--- config.mk ---
export PLATFORM = sky130hd
export DESIGN_NAME = earliest_free_room_scheduler_core_flat
export DESIGN_NICKNAME = d
export VERILOG_FILES = /design/src/rtl/core/efrs_pkg.sv /design/src/rtl/core/efrs_req_if.sv /design/src/rtl/core/earliest_free_room_scheduler_core.sv /design/src/rtl/core/efrs_room_mem.sv /design/src/rtl/core/efrs_ctrl.sv /design/src/flat_wrapper.sv
export SDC_FILE = /design/constraint.sdc
export NUM_CORES = 1
export LEC_CHECK = 0
export BUFFER_PORTS_ARGS = -buffer_cell sky130_fd_sc_hd__buf_2
export CAP_MARGIN = 25
export CORE_MARGIN = 2
export CORE_UTILIZATION = 40
export DETAILED_ROUTE_END_ITERATION = 16
export GPL_TIMING_DRIVEN = 1
export PLACE_DENSITY_LB_ADDON = 0.2
export SYNTH_ARGS = -nofsm -noshare
export SYNTH_HDL_FRONTEND = slang
export SYNTH_HIERARCHICAL = 1
export SYNTH_SLANG_ARGS = --single-unit
--- constraint.sdc ---
create_clock -name clk -period 20.6 [get_ports clk]
set_clock_uncertainty 0.15 [all_clocks]
set_input_delay 4.12 -clock clk [delete_from_list [all_inputs] [get_ports clk]]
set_output_delay 4.12 -clock clk [all_outputs]
set_load 0.03 [all_outputs]
--- src/rtl/core/efrs_pkg.sv ---
// shared constants and types for the earliest-free room scheduler
package efrs_pkg;

    // default build parameters
    localparam int ROOMS_DEF      = 16;
    localparam int TIME_BITS_DEF  = 32;
    localparam int COUNT_BITS_DEF = 16;

    // fixed field widths
    localparam int IN_TIME_W  = 32;
    localparam int FINISH_W   = 40;
    localparam int ROOM_OUT_W = 4;
    localparam int CFG_W      = 5;

    localparam logic [CFG_W-1:0] ROOMS_IN_USE_RST = 5'd16;

    // control of the room memory
    typedef struct packed {
        logic rd_en;
        logic wr_en;
        logic clr;
    } mem_ctl_t;

    // one result item
    typedef struct packed {
        logic [ROOM_OUT_W-1:0] assigned_room;
        logic [FINISH_W-1:0]   finish_time;
        logic                  set_done;
        logic [ROOM_OUT_W-1:0] busiest_room;
        logic                  order_error;
    } rsp_t;

endpackage

--- src/rtl/core/efrs_req_if.sv ---
// request and response channel interfaces
interface efrs_req_if;
    logic                            valid;
    logic                            ready;
    logic [efrs_pkg::IN_TIME_W-1:0]  start_time;
    logic [efrs_pkg::IN_TIME_W-1:0]  stop_time;
    logic                            last_request;

    modport source (output valid, start_time, stop_time, last_request, input ready);
    modport sink (input valid, start_time, stop_time, last_request, output ready);
endinterface

interface efrs_rsp_if;
    logic                             valid;
    logic                             ready;
    logic [efrs_pkg::ROOM_OUT_W-1:0]  assigned_room;
    logic [efrs_pkg::FINISH_W-1:0]    finish_time;
    logic                             set_done;
    logic [efrs_pkg::ROOM_OUT_W-1:0]  busiest_room;
    logic                             order_error;

    modport source (output valid, assigned_room, finish_time, set_done, busiest_room,
                    order_error, input ready);
    modport sink (input valid, assigned_room, finish_time, set_done, busiest_room,
                  order_error, output ready);
endinterface

--- src/rtl/core/earliest_free_room_scheduler_core.sv ---
// top level of the earliest-free room scheduler
//
// req channel: valid/ready request carrying start_time, stop_time and
// last_request; requests are expected in ascending start order.
// rsp channel: valid/ready response with assigned_room, finish_time,
// set_done, busiest_room and order_error; one response per request.
// cfg port: cfg_wr_en writes cfg_wr_data into rooms_in_use (reset 16);
// zero acts as one room, values above ROOMS act as ROOMS.
// sequence, n = active room count:
//   in-order request: n room reads, the data of the last read, a write-back
//   of the chosen room and the response load, in that order;
//   a last request adds a busiest-room scan over the n rooms before the load;
//   an out-of-order request that is not last goes straight to the load.
// one request is in flight at a time; the next can be accepted in the cycle
// after its response is loaded into the output register, even if rsp is stalled.
// a stalled rsp holds its response and the sequencer waits to load the next.
// reset clears all room state, previous start and the output valid;
// a last request clears the room state and previous start once answered.
module earliest_free_room_scheduler_core #(
    parameter int ROOMS      = efrs_pkg::ROOMS_DEF,
    parameter int TIME_BITS  = efrs_pkg::TIME_BITS_DEF,
    parameter int COUNT_BITS = efrs_pkg::COUNT_BITS_DEF
) (
    input  logic                        clk,
    input  logic                        rst_n,
    efrs_req_if.sink                    req,
    efrs_rsp_if.source                  rsp,
    input  logic                        cfg_wr_en,
    input  logic [efrs_pkg::CFG_W-1:0]  cfg_wr_data
);

    localparam int RW = (ROOMS > 1) ? $clog2(ROOMS) : 1;
    localparam int TB = (TIME_BITS < efrs_pkg::IN_TIME_W) ? TIME_BITS : efrs_pkg::IN_TIME_W;
    localparam int DW = efrs_pkg::FINISH_W + COUNT_BITS;
    localparam logic [8:0] ROOMS_W9 = 9'(ROOMS);

    logic [efrs_pkg::CFG_W-1:0] rooms_in_use_reg;
    logic [8:0]                 n_m1;
    logic [RW-1:0]              last_idx;
    efrs_pkg::mem_ctl_t         mem_ctl;
    logic [RW-1:0]              mem_raddr;
    logic [RW-1:0]              mem_waddr;
    logic [DW-1:0]              mem_wdata;
    logic [DW-1:0]              mem_rdata;
    logic                       res_free;
    logic                       res_valid;
    efrs_pkg::rsp_t             res;
    logic                       rsp_valid_reg;
    efrs_pkg::rsp_t             rsp_data_reg;

    // room count register
    always_ff @(posedge clk or negedge rst_n)
    begin
        if (!rst_n)
        begin
            rooms_in_use_reg <= efrs_pkg::ROOMS_IN_USE_RST;
        end
        else if (cfg_wr_en)
        begin
            rooms_in_use_reg <= cfg_wr_data;
        end
    end

    // highest room index taking part in the scan
    always_comb
    begin
        if (rooms_in_use_reg == '0)
        begin
            n_m1 = '0;
        end
        else if (9'(rooms_in_use_reg) > ROOMS_W9)
        begin
            n_m1 = ROOMS_W9 - 9'd1;
        end
        else
        begin
            n_m1 = 9'(rooms_in_use_reg) - 9'd1;
        end
    end
    assign last_idx = RW'(n_m1);

    efrs_room_mem #(
        .DEPTH (ROOMS),
        .AW    (RW),
        .DW    (DW)
    ) u_mem (
        .clk   (clk),
        .rst_n (rst_n),
        .ctl   (mem_ctl),
        .raddr (mem_raddr),
        .waddr (mem_waddr),
        .wdata (mem_wdata),
        .rdata (mem_rdata)
    );

    efrs_ctrl #(
        .RW (RW),
        .TB (TB),
        .CB (COUNT_BITS)
    ) u_ctrl (
        .clk       (clk),
        .rst_n     (rst_n),
        .req_valid (req.valid),
        .req_ready (req.ready),
        .req_start (req.start_time[TB-1:0]),
        .req_end   (req.stop_time[TB-1:0]),
        .req_last  (req.last_request),
        .last_idx  (last_idx),
        .mem_ctl   (mem_ctl),
        .mem_raddr (mem_raddr),
        .mem_waddr (mem_waddr),
        .mem_wdata (mem_wdata),
        .mem_rdata (mem_rdata),
        .res_free  (res_free),
        .res_valid (res_valid),
        .res       (res)
    );

    // output register
    assign res_free = !rsp_valid_reg || rsp.ready;

    always_ff @(posedge clk or negedge rst_n)
    begin
        if (!rst_n)
        begin
            rsp_valid_reg <= 1'b0;
        end
        else if (res_valid)
        begin
            rsp_valid_reg <= 1'b1;
        end
        else if (rsp.ready)
        begin
            rsp_valid_reg <= 1'b0;
        end
    end

    always_ff @(posedge clk)
    begin
        if (res_valid)
        begin
            rsp_data_reg <= res;
        end
    end

    assign rsp.valid         = rsp_valid_reg;
    assign rsp.assigned_room = rsp_data_reg.assigned_room;
    assign rsp.finish_time   = rsp_data_reg.finish_time;
    assign rsp.set_done      = rsp_data_reg.set_done;
    assign rsp.busiest_room  = rsp_data_reg.busiest_room;
    assign rsp.order_error   = rsp_data_reg.order_error;

endmodule

--- src/rtl/core/efrs_room_mem.sv ---
// per-room state memory with valid bits and registered read
module efrs_room_mem #(
    parameter int DEPTH = efrs_pkg::ROOMS_DEF,
    parameter int AW    = 4,
    parameter int DW    = 56
) (
    input  logic               clk,
    input  logic               rst_n,
    input  efrs_pkg::mem_ctl_t ctl,
    input  logic [AW-1:0]      raddr,
    input  logic [AW-1:0]      waddr,
    input  logic [DW-1:0]      wdata,
    output logic [DW-1:0]      rdata
);

    logic [DW-1:0]    room_mem [0:DEPTH-1];
    logic [DW-1:0]    rd_data_reg;
    logic [DEPTH-1:0] vld_reg;
    logic             rd_vld_reg;

    // storage array, no reset
    always_ff @(posedge clk)
    begin
        if (ctl.wr_en)
        begin
            room_mem[waddr] <= wdata;
        end
        if (ctl.rd_en)
        begin
            rd_data_reg <= room_mem[raddr];
        end
    end

    // entry valid bits, cleared at reset and at end of set
    always_ff @(posedge clk or negedge rst_n)
    begin
        if (!rst_n)
        begin
            vld_reg    <= '0;
            rd_vld_reg <= 1'b0;
        end
        else
        begin
            if (ctl.clr)
            begin
                vld_reg <= '0;
            end
            else if (ctl.wr_en)
            begin
                vld_reg[waddr] <= 1'b1;
            end
            if (ctl.rd_en)
            begin
                rd_vld_reg <= vld_reg[raddr];
            end
        end
    end

    // entry never written since clear reads as zero
    assign rdata = rd_vld_reg ? rd_data_reg : '0;

endmodule

--- src/rtl/core/efrs_ctrl.sv ---
// request sequencer: room scan, read-modify-write update, busiest-room scan
module efrs_ctrl #(
    parameter int RW     = 4,
    parameter int TB     = 32,
    parameter int CB     = 16
) (
    input  logic                          clk,
    input  logic                          rst_n,
    input  logic                          req_valid,
    output logic                          req_ready,
    input  logic [TB-1:0]                 req_start,
    input  logic [TB-1:0]                 req_end,
    input  logic                          req_last,
    input  logic [RW-1:0]                 last_idx,
    output efrs_pkg::mem_ctl_t            mem_ctl,
    output logic [RW-1:0]                 mem_raddr,
    output logic [RW-1:0]                 mem_waddr,
    output logic [efrs_pkg::FINISH_W+CB-1:0] mem_wdata,
    input  logic [efrs_pkg::FINISH_W+CB-1:0] mem_rdata,
    input  logic                          res_free,
    output logic                          res_valid,
    output efrs_pkg::rsp_t                res
);

    localparam int FW = efrs_pkg::FINISH_W;

    typedef enum logic [4:0] {
        S_IDLE  = 5'b00001,
        S_SCAN  = 5'b00010,
        S_UPD   = 5'b00100,
        S_BSCAN = 5'b01000,
        S_DONE  = 5'b10000
    } state_t;

    state_t        state_reg, state_next;
    logic [TB-1:0] start_reg, start_next;
    logic [TB-1:0] dur_reg, dur_next;
    logic [TB-1:0] prev_reg, prev_next;
    logic          last_reg, last_next;
    logic          err_reg, err_next;
    logic [RW-1:0] idx_reg, idx_next;
    logic          iss_reg, iss_next;
    logic          rd_pend_reg, rd_pend_next;
    logic [RW-1:0] rd_idx_reg, rd_idx_next;
    logic          found_reg, found_next;
    logic [RW-1:0] room_reg, room_next;
    logic [CB-1:0] free_cnt_reg, free_cnt_next;
    logic [FW-1:0] min_val_reg, min_val_next;
    logic [RW-1:0] min_room_reg, min_room_next;
    logic [CB-1:0] min_cnt_reg, min_cnt_next;
    logic [CB-1:0] best_cnt_reg, best_cnt_next;
    logic [RW-1:0] best_room_reg, best_room_next;
    logic [FW-1:0] finish_reg, finish_next;

    logic [FW-1:0] rd_busy;
    logic [CB-1:0] rd_cnt;
    logic [FW-1:0] upd_begin;
    logic [CB-1:0] upd_cnt;
    logic [FW:0]   upd_sum;
    logic [FW-1:0] upd_finish;
    logic [CB-1:0] upd_cnt_inc;
    logic          scan_end;

    assign rd_busy  = mem_rdata[FW+CB-1:CB];
    assign rd_cnt   = mem_rdata[CB-1:0];
    assign scan_end = rd_pend_reg && (rd_idx_reg == last_idx);

    // chosen room: first free one, else earliest to free
    assign upd_begin   = found_reg ? FW'(start_reg) : min_val_reg;
    assign upd_cnt     = found_reg ? free_cnt_reg : min_cnt_reg;
    assign upd_sum     = (FW+1)'(upd_begin) + (FW+1)'(dur_reg);
    assign upd_finish  = upd_sum[FW] ? '1 : upd_sum[FW-1:0];
    assign upd_cnt_inc = (upd_cnt == '1) ? upd_cnt : upd_cnt + CB'(1);

    assign req_ready = (state_reg == S_IDLE);

    // next-state and datapath
    always_comb
    begin
        state_next     = state_reg;
        start_next     = start_reg;
        dur_next       = dur_reg;
        prev_next      = prev_reg;
        last_next      = last_reg;
        err_next       = err_reg;
        idx_next       = idx_reg;
        iss_next       = iss_reg;
        rd_pend_next   = 1'b0;
        rd_idx_next    = idx_reg;
        found_next     = found_reg;
        room_next      = room_reg;
        free_cnt_next  = free_cnt_reg;
        min_val_next   = min_val_reg;
        min_room_next  = min_room_reg;
        min_cnt_next   = min_cnt_reg;
        best_cnt_next  = best_cnt_reg;
        best_room_next = best_room_reg;
        finish_next    = finish_reg;
        mem_ctl        = '0;
        mem_raddr      = idx_reg;
        mem_waddr      = found_reg ? room_reg : min_room_reg;
        mem_wdata      = {upd_finish, upd_cnt_inc};
        res_valid      = 1'b0;

        // read issue shared by both scans
        if ((state_reg == S_SCAN || state_reg == S_BSCAN) && iss_reg)
        begin
            mem_ctl.rd_en = 1'b1;
            rd_pend_next  = 1'b1;
            if (idx_reg == last_idx)
            begin
                iss_next = 1'b0;
            end
            else
            begin
                idx_next = idx_reg + RW'(1);
            end
        end

        case (state_reg)
            S_IDLE:
            begin
                if (req_valid)
                begin
                    start_next  = req_start;
                    dur_next    = (req_end > req_start) ? req_end - req_start : '0;
                    last_next   = req_last;
                    err_next    = req_start < prev_reg;
                    idx_next    = '0;
                    iss_next    = 1'b1;
                    found_next  = 1'b0;
                    room_next   = '0;
                    finish_next = '0;
                    if (req_start < prev_reg)
                    begin
                        state_next = req_last ? S_BSCAN : S_DONE;
                    end
                    else
                    begin
                        state_next = S_SCAN;
                    end
                end
            end
            S_SCAN:
            begin
                if (rd_pend_reg)
                begin
                    if (!found_reg && rd_busy <= FW'(start_reg))
                    begin
                        found_next    = 1'b1;
                        room_next     = rd_idx_reg;
                        free_cnt_next = rd_cnt;
                    end
                    if (rd_idx_reg == '0 || rd_busy < min_val_reg)
                    begin
                        min_val_next  = rd_busy;
                        min_room_next = rd_idx_reg;
                        min_cnt_next  = rd_cnt;
                    end
                end
                if (scan_end)
                begin
                    state_next = S_UPD;
                end
            end
            S_UPD:
            begin
                mem_ctl.wr_en = 1'b1;
                room_next     = mem_waddr;
                finish_next   = upd_finish;
                prev_next     = start_reg;
                idx_next      = '0;
                iss_next      = 1'b1;
                state_next    = last_reg ? S_BSCAN : S_DONE;
            end
            S_BSCAN:
            begin
                if (rd_pend_reg && (rd_idx_reg == '0 || rd_cnt > best_cnt_reg))
                begin
                    best_cnt_next  = rd_cnt;
                    best_room_next = rd_idx_reg;
                end
                if (scan_end)
                begin
                    state_next = S_DONE;
                end
            end
            S_DONE:
            begin
                if (res_free)
                begin
                    res_valid  = 1'b1;
                    state_next = S_IDLE;
                    if (last_reg)
                    begin
                        mem_ctl.clr = 1'b1;
                        prev_next   = '0;
                    end
                end
            end
            default:
            begin
                state_next = S_IDLE;
            end
        endcase
    end

    // result fields
    always_comb
    begin
        res.assigned_room = efrs_pkg::ROOM_OUT_W'(room_reg);
        res.finish_time   = finish_reg;
        res.set_done      = last_reg;
        res.busiest_room  = last_reg ? efrs_pkg::ROOM_OUT_W'(best_room_reg) : '0;
        res.order_error   = err_reg;
    end

    // control registers
    always_ff @(posedge clk or negedge rst_n)
    begin
        if (!rst_n)
        begin
            state_reg   <= S_IDLE;
            prev_reg    <= '0;
            iss_reg     <= 1'b0;
            rd_pend_reg <= 1'b0;
        end
        else
        begin
            state_reg   <= state_next;
            prev_reg    <= prev_next;
            iss_reg     <= iss_next;
            rd_pend_reg <= rd_pend_next;
        end
    end

    // payload registers
    always_ff @(posedge clk)
    begin
        start_reg     <= start_next;
        dur_reg       <= dur_next;
        last_reg      <= last_next;
        err_reg       <= err_next;
        idx_reg       <= idx_next;
        rd_idx_reg    <= rd_idx_next;
        found_reg     <= found_next;
        room_reg      <= room_next;
        free_cnt_reg  <= free_cnt_next;
        min_val_reg   <= min_val_next;
        min_room_reg  <= min_room_next;
        min_cnt_reg   <= min_cnt_next;
        best_cnt_reg  <= best_cnt_next;
        best_room_reg <= best_room_next;
        finish_reg    <= finish_next;
    end

endmodule

--- src/flat_wrapper.sv ---
// flat-port wrapper written by rule: the top's interface ports become plain ports
module earliest_free_room_scheduler_core_flat 
#(
    parameter int ROOMS      = efrs_pkg::ROOMS_DEF,
    parameter int TIME_BITS  = efrs_pkg::TIME_BITS_DEF,
    parameter int COUNT_BITS = efrs_pkg::COUNT_BITS_DEF
)
  (clk, rst_n, cfg_wr_en, cfg_wr_data, req_valid, req_start_time, req_stop_time, req_last_request, req_ready, rsp_valid, rsp_assigned_room, rsp_finish_time, rsp_set_done, rsp_busiest_room, rsp_order_error, rsp_ready);
  efrs_req_if req_i ();
  efrs_rsp_if rsp_i ();
  input  logic clk;
  input  logic rst_n;
  input  logic cfg_wr_en;
  input  logic [efrs_pkg::CFG_W-1:0] cfg_wr_data;
  input wire logic [$bits(req_i.valid)-1:0] req_valid;
  input wire logic [$bits(req_i.start_time)-1:0] req_start_time;
  input wire logic [$bits(req_i.stop_time)-1:0] req_stop_time;
  input wire logic [$bits(req_i.last_request)-1:0] req_last_request;
  output wire logic [$bits(req_i.ready)-1:0] req_ready;
  output wire logic [$bits(rsp_i.valid)-1:0] rsp_valid;
  output wire logic [$bits(rsp_i.assigned_room)-1:0] rsp_assigned_room;
  output wire logic [$bits(rsp_i.finish_time)-1:0] rsp_finish_time;
  output wire logic [$bits(rsp_i.set_done)-1:0] rsp_set_done;
  output wire logic [$bits(rsp_i.busiest_room)-1:0] rsp_busiest_room;
  output wire logic [$bits(rsp_i.order_error)-1:0] rsp_order_error;
  input wire logic [$bits(rsp_i.ready)-1:0] rsp_ready;
  assign req_i.valid = req_valid;
  assign req_i.start_time = req_start_time;
  assign req_i.stop_time = req_stop_time;
  assign req_i.last_request = req_last_request;
  assign req_ready = req_i.ready;
  assign rsp_valid = rsp_i.valid;
  assign rsp_assigned_room = rsp_i.assigned_room;
  assign rsp_finish_time = rsp_i.finish_time;
  assign rsp_set_done = rsp_i.set_done;
  assign rsp_busiest_room = rsp_i.busiest_room;
  assign rsp_order_error = rsp_i.order_error;
  assign rsp_i.ready = rsp_ready;
  earliest_free_room_scheduler_core #(.ROOMS(ROOMS), .TIME_BITS(TIME_BITS), .COUNT_BITS(COUNT_BITS)) u_core (.clk(clk), .rst_n(rst_n), .req(req_i), .rsp(rsp_i), .cfg_wr_en(cfg_wr_en), .cfg_wr_data(cfg_wr_data));
endmodule
==> summary.txt, run 1 <==
Run status
  • Outcome: finished, final reports clean

Routing
  • WL final: 132.9 mm
  • DR DRC count: 0
  • Via count: 29160
  • WL/cell: 25.12 µm
  • Via density: 5.513
  • DRT Pass-1 Iters: 5
  • Antenna viol nets, final: 0
  • Initial detailed-routing violation count: 2570

CTS
  • Clk sink count: 1279
  • PostCTS Resize Cnt: 0
  • Worst skew pair latency: 0.78 ns
  • Cts hold-fix bufs: 0
  • # Post-CTS Setup Buffers: 0
  • CTS tree: yes
  • CTS H-tree lvls: 4
  • Max Buffers Root-to-Sink: 3
  • CTS Buf Count: 139
  • Reg clk slew, reported paths: 0.06 ns
  • Root buffer cell: clkbuf_16

Critical path
  • Critical path's slowest cell: or3b_2
  • CP cell instances: or3_1, or3b_2, inv_1, buf_2
  • Worst setup SP type: flip-flop
  • Worst Path Required: 16.33 ns
  • CP endpoint kind: primary output
  • Type of the worst setup path: reg2out
  • CP arrival: 2.42 ns
  • Crit path largest cell delay: 0.51 ns
  • Worst-path maximum fanout: 6

Synth
  • Mapped Cells: 3187
  • Yosys cell types: 85
  • Top-count cell post-synth: edfxtp_1
  • Synth cell count leaders: 1209 x edfxtp_1, 214 x mux4_2, 185 x ha_1
  • Post-Syn Area: 55140 µm²
  • Area leader, netlist: edfxtp_1
  • Syn nets: 3449
  • Sequential-to-total area share from yosys stat: 0.6895
  • Most used DFF post-synth: edfxtp_1
  • Synth warn: 6
  • Synth Area per Inst: 17.30 µm²
  • Synth top area cells: edfxtp_1 66%, mux4_2 8.7%, ha_1 4.2%, mux4_1 3.3%, dfrtp_1 2.7%
  • Post-synth top area share: 0.6585
  • Ys async rst share: 0.04848
  • EDFF count, synth: 1209
  • Seq cells post-synth: 1279

STA
  • Slew Limit Fails: 0
  • Max Freq: 149.4 MHz
  • RSZ-0062 raised after global routing: no
  • Final setup fails: 0
  • Worst slew margin: 0.2061
  • Worst Max-Slew Pin Slew: 1.176 ns
  • Min cycle time layout: 6.695 ns
  • Final Hold Fails: 0
  • Hold WS: 0.2558 ns
  • Final period util: 0.3250
  • Fin Setup TNS: 0 ns

Floorplanning
  • Core Region: 137200 µm²
  • Site Rows: 136
  • Die area: 140800 µm²
  • Starting Density: 0.4020
  • Die span in x: 375.3 µm
  • Boundary Pins: 127
  • Die Y: 375.3 µm

Placed design
  • Placement Cell Area: 57960 µm²
  • Port Buffers: 126
  • DPL Wire Length: 78.82 mm
  • RePlAce Congestion: 0.8742

Layout
  • Final net count: 3652
  • Area of the multi-input gates: 15900 µm²
  • Diodes inserted: 0
  • Post-layout util: 0.4558
  • Fillers: 11840
  • Layout cells sized above 1: 0.1954
  • Max reg flops: 896
  • Layout area overhead: 13.38%
  • Design Area, Final: 62510 µm²
  • FF+latch area: 38040 µm²

GRT
  • Antenna violations before repair: 1
  • Total track usage: 0.1895
  • GR Overflow Total: 0
  • Vias in the first global route: 29470
  • First-pass GRT wire length: 196.3 mm
  • Pin count of the biggest net entering global routing: 120

Flow run
  • Max-Cap Viols: 0

Worst hold path
  • Worst hold-check path type: reg2reg

Power
  • P_leak: 21.71 nW
  • Pwr Total: 0.008174 W
  • P per Cell Area: 130.8 nW/µm²
  • Worst VDD drop: 0.07929 mV
[worst max-delay path, delay by kind of cell (launching register included)]
kind / cells / cell delay, ns
buffers and inverters: 2 / 0.32
flip-flops: 1 / 0.42
AND/OR/NAND/NOR: 2 / 0.91
[final timing paths]
check / start / endpoint / cells after the start / slack (ns)
setup / recovery: u_core/u_ctrl/state_reg[1] / req_ready / 4 / 13.91
hold / removal: u_core/u_ctrl/finish_reg[36] / u_core/rsp.finish_time[36] / 0 / 0.26
setup reg to reg: u_core/u_ctrl/found_reg / u_core/u_mem/room_mem[0][44] / 13 / 14.86
hold reg to reg: u_core/u_ctrl/finish_reg[36] / u_core/rsp.finish_time[36] / 0 / 0.26
max in group asynchronous: rst_n / u_core/u_ctrl/prev_reg[14] / 2 / 16.27
min in group asynchronous: rst_n / u_core/rooms_in_use_reg[1] / 2 / 3.37
[metrics by stage]
stage / std cells / setup slack [ns]
after floorplan: 3187 / 13.45
after global placement: 5028 / 13.21
after detailed placement: 5038 / 13.17
after CTS: 5284 / 13.84
after global routing: 5289 / 13.77
final: 5289 / 13.91
[power breakdown]
| part | switching [W] | internal [W] | leakage (nW) | total [W] |
|---|---|---|---|---|
| combinational | 0.00135 | 0.000659 | 7.73 | 0.00201 |
| sequential | 0.000133 | 0.00357 | 11.8 | 0.00370 |
| clock | 0.00104 | 0.00142 | 2.19 | 0.00247 |
| total | 0.00252 | 0.00565 | 21.7 | 0.00817 |
[layout by cell type, fill, tap and decap left out, types with 10 or more instances in the layout]
master and instances:
dfrtp_1 59, and3_1 10, clkbuf_16 141, clkbuf_1 29, mux2i_1 16, nor3_1 14
nor2b_1 24, a21oi_1 142, buf_4 65, xnor2_1 42, ha_1 185, a31oi_1 10
xor2_1 40, nor2_1 127, edfxtp_1 1209, mux4_1 70, clkinv_1 23, nand2b_1 23
mux4_2 214, nand3_1 28, a21o_1 68, o21a_1 12, inv_1 167, buf_2 126
nand4_1 37, a211oi_1 14, and2_1 71, clkinv_2 19, o21ai_0 125, nor2_4 12
bufinv_16 11, mux2_2 13, nand2_1 171
[area by class of cell]
type                            count  share of cell area
Clock buffer                      174             0.05907
Clock inverter                     72             0.01319
Inverter                          169             0.01017
Multi-Input combinational cell   1607              0.2544
Sequential cell                  1279              0.6085
Tap cell                         1794             0.03591
Timing Repair Buffer              194             0.01883
[logic make-up after synthesis]
family                     after synthesis  share of synthesized area
buffers and inverters                  301                    0.02539
and+or+nand+nor                        576                    0.05185
AOI/OAI and AO/OA                      449                    0.05115
adders and majority gates              187                    0.04271
muxes                                  313                     0.1263
xor gates and xnor gates                82                    0.01303
DFF                                   1279                     0.6895
[routing by layer]
metal,track usage,up-vias,wire [µm]
met5,0,-,0
met4,0.04971,0,2755
met3,0.03660,158,7011
met2,0.2975,730,62170
met1,0.2717,15290,60950
li1,-,12990,-
(Power assumes the default switching activity.)
==> run 2: changes to the inputs <==
- clock period: 20.6 -> 5.36 ns (I/O delays scaled with it)
==> run 2 against run 1 <==
Effect of this change: routed wire length up 2.5%; global-route usage rose by 0.51 points; via count increased by 0.67%; sequential cell count stayed put; sequential power rose to 3.8 times the previous value; die area is the same; first-iteration DRC count decreased by 6.6%; worst setup slack worse by 13 ns.
==> summary.txt, run 2 (synthesis results as in run 1) <==
CTS
  • Root buffer cell: clkbuf_16
  • CTS tree: yes
  • PostCTS Resize Cnt: 0
  • Cts hold-fix bufs: 0
  • Worst skew pair latency: 0.78 ns
  • Max Buffers Root-to-Sink: 3
  • # Post-CTS Setup Buffers: 0
  • CTS H-tree lvls: 4
  • CTS Buf Count: 139
  • Reg clk slew, reported paths: 0.06 ns
  • Clk sink count: 1279

Routing
  • Antenna viol nets, final: 0
  • Via density: 5.535
  • Initial detailed-routing violation count: 2401
  • DR DRC count: 0
  • DRT Pass-1 Iters: 7
  • WL final: 136.2 mm
  • WL/cell: 25.69 µm
  • Via count: 29350

GRT
  • Pin count of the biggest net entering global routing: 70
  • GR Overflow Total: 0
  • Total track usage: 0.1945
  • Antenna violations before repair: 5
  • Vias in the first global route: 30100
  • First-pass GRT wire length: 201.0 mm

Layout
  • Commonest cells after routing, fill and taps aside: 1209 x edfxtp_1, 214 x mux4_2, 185 x ha_1
  • Most common cell after layout, fill and taps aside: edfxtp_1
  • Final net count: 3661
  • Max reg flops: 896
  • Design Area, Final: 62640 µm²
  • Diodes inserted: 0
  • Layout area overhead: 13.61%
  • Final cell count without fillers: 5303
  • Layout cells sized above 1: 0.1921

Floorplanning
  • Site Rows: 136
  • Core Region: 137200 µm²
  • Starting Density: 0.4020
  • Die Y: 375.3 µm
  • Die span in x: 375.3 µm
  • Die area: 140800 µm²
  • Boundary Pins: 127

Critical path
  • Critical path's slowest cell: o21ai_2
  • Crit path largest cell delay: 0.44 ns
  • R2R setup slack: 0.74 ns
  • Cells on worst reg2reg path: 14
  • WP buf/inv: 2
  • CP endpoint kind: flip-flop
  • CP cell instances: mux2_2, ha_1, fa_1, a211oi_1, o211ai_1, and4b_1, o21ai_1, a21oi_2, o21ai_2, nand2b_1, buf_4, o211ai_1, buf_4, and2_1
  • Worst reg2reg endpoint: u_core/u_ctrl/finish_reg[34]
  • Worst setup SP type: flip-flop
  • CP arrival: 4.99 ns
  • Delay-heaviest family, CP: compound AO/OA/AOI/OAI gates
  • Worst-path maximum fanout: 17
  • Worst Path Required: 5.73 ns
  • Type of the worst setup path: reg2reg
  • R2r startpoint: u_core/u_ctrl/found_reg

Placed design
  • Port Buffers: 126
  • Placement Cell Area: 58370 µm²
  • RePlAce Congestion: 0.8955
  • Cells after DPL: 5050
  • DPL Wire Length: 80.37 mm
  • Setup WS pre-CTS: 0.7163 ns

STA
  • Min cycle time layout: 4.616 ns
  • Final setup fails: 0
  • Hold WS: 0.07924 ns
  • Final Hold Fails: 0
  • Final period util: 0.8613
  • Max Freq: 216.6 MHz
  • Worst Setup Slack, final: 0.7436 ns
  • Fin Setup TNS: 0 ns
  • RSZ-0062 raised after global routing: no
  • Worst Max-Slew Pin Slew: 1.025 ns
  • Slew Limit Fails: 0
  • Worst slew margin: 0.3114

Power
  • P_leak: 21.69 nW
  • P per Cell Area: 494.1 nW/µm²
  • Worst VDD drop: 0.2947 mV

Worst hold path
  • Worst hold-check path type: in2async

Flow run
  • Max-Cap Viols: 0

Run status
  • Outcome: finished, final reports clean
-- run 2: per-stage QoR --
stage                       util  power (W)
final                     0.4567    0.03095
after floorplan                -    0.01949
after detailed placement  0.4256    0.02220
after CTS                 0.4566    0.03129
after global routing      0.4567    0.03252
after global placement    0.4255    0.02211
-- run 2: worst max-delay path by stage --
stage,start,to,slack [ns],depth (start not counted)
5_1_grt,u_core/u_ctrl/found_reg,u_core/u_mem/room_mem[2][53],0.45,13
4_1_cts,u_core/u_ctrl/found_reg,u_core/u_ctrl/finish_reg[34],0.70,14
3_3_place_gp,u_core/u_ctrl/found_reg,u_core/u_ctrl/finish_reg[34],0.76,14
3_5_place_dp,u_core/u_ctrl/found_reg,u_core/u_ctrl/finish_reg[34],0.72,14
6_report,u_core/u_ctrl/found_reg,u_core/u_ctrl/finish_reg[34],0.74,14
2_1_floorplan,u_core/u_mem/rd_vld_reg,u_core/u_ctrl/min_cnt_reg[0],0.16,13
-- run 2: layer usage --
metal | global-route usage | wire length, µm | vias to the layer above
met5 | 0 | 12 | -
met3 | 0.03065 | 6449 | 168
met2 | 0.3175 | 65910 | 783
li1 | - | - | 13030
met4 | 0.04584 | 2304 | 2
met1 | 0.2748 | 61570 | 15370
-- run 2: worst reg2reg max path, stage by stage, from the launching register on --
cell and delay [ns]:
edfxtp_1 0.41, mux2_2 0.36, ha_1 0.22, fa_1 0.43, a211oi_1 0.28, o211ai_1 0.20
and4b_1 0.25, o21ai_1 0.39, a21oi_2 0.20, o21ai_2 0.44, nand2b_1 0.19, buf_4 0.28
o211ai_1 0.16, buf_4 0.23, and2_1 0.17
-- run 2: where the power goes --
group          switching [W]  internal, W  leakage, nW
clock network        0.00389      0.00511         2.07
logic                0.00512      0.00260         7.83
registers           0.000519       0.0137         11.8
total                0.00953       0.0214         21.7
-- run 2: area by class of cell --
class | count | area [µm²]
Timing Repair Buffer | 203 | 1536
Fill cell | 11830 | 74510
Sequential cell | 1279 | 38040
Tap cell | 1794 | 2245
Clock inverter | 70 | 538.0
Inverter | 169 | 636.9
Multi-Input combinational cell | 1607 | 15930
Clock buffer | 181 | 3721
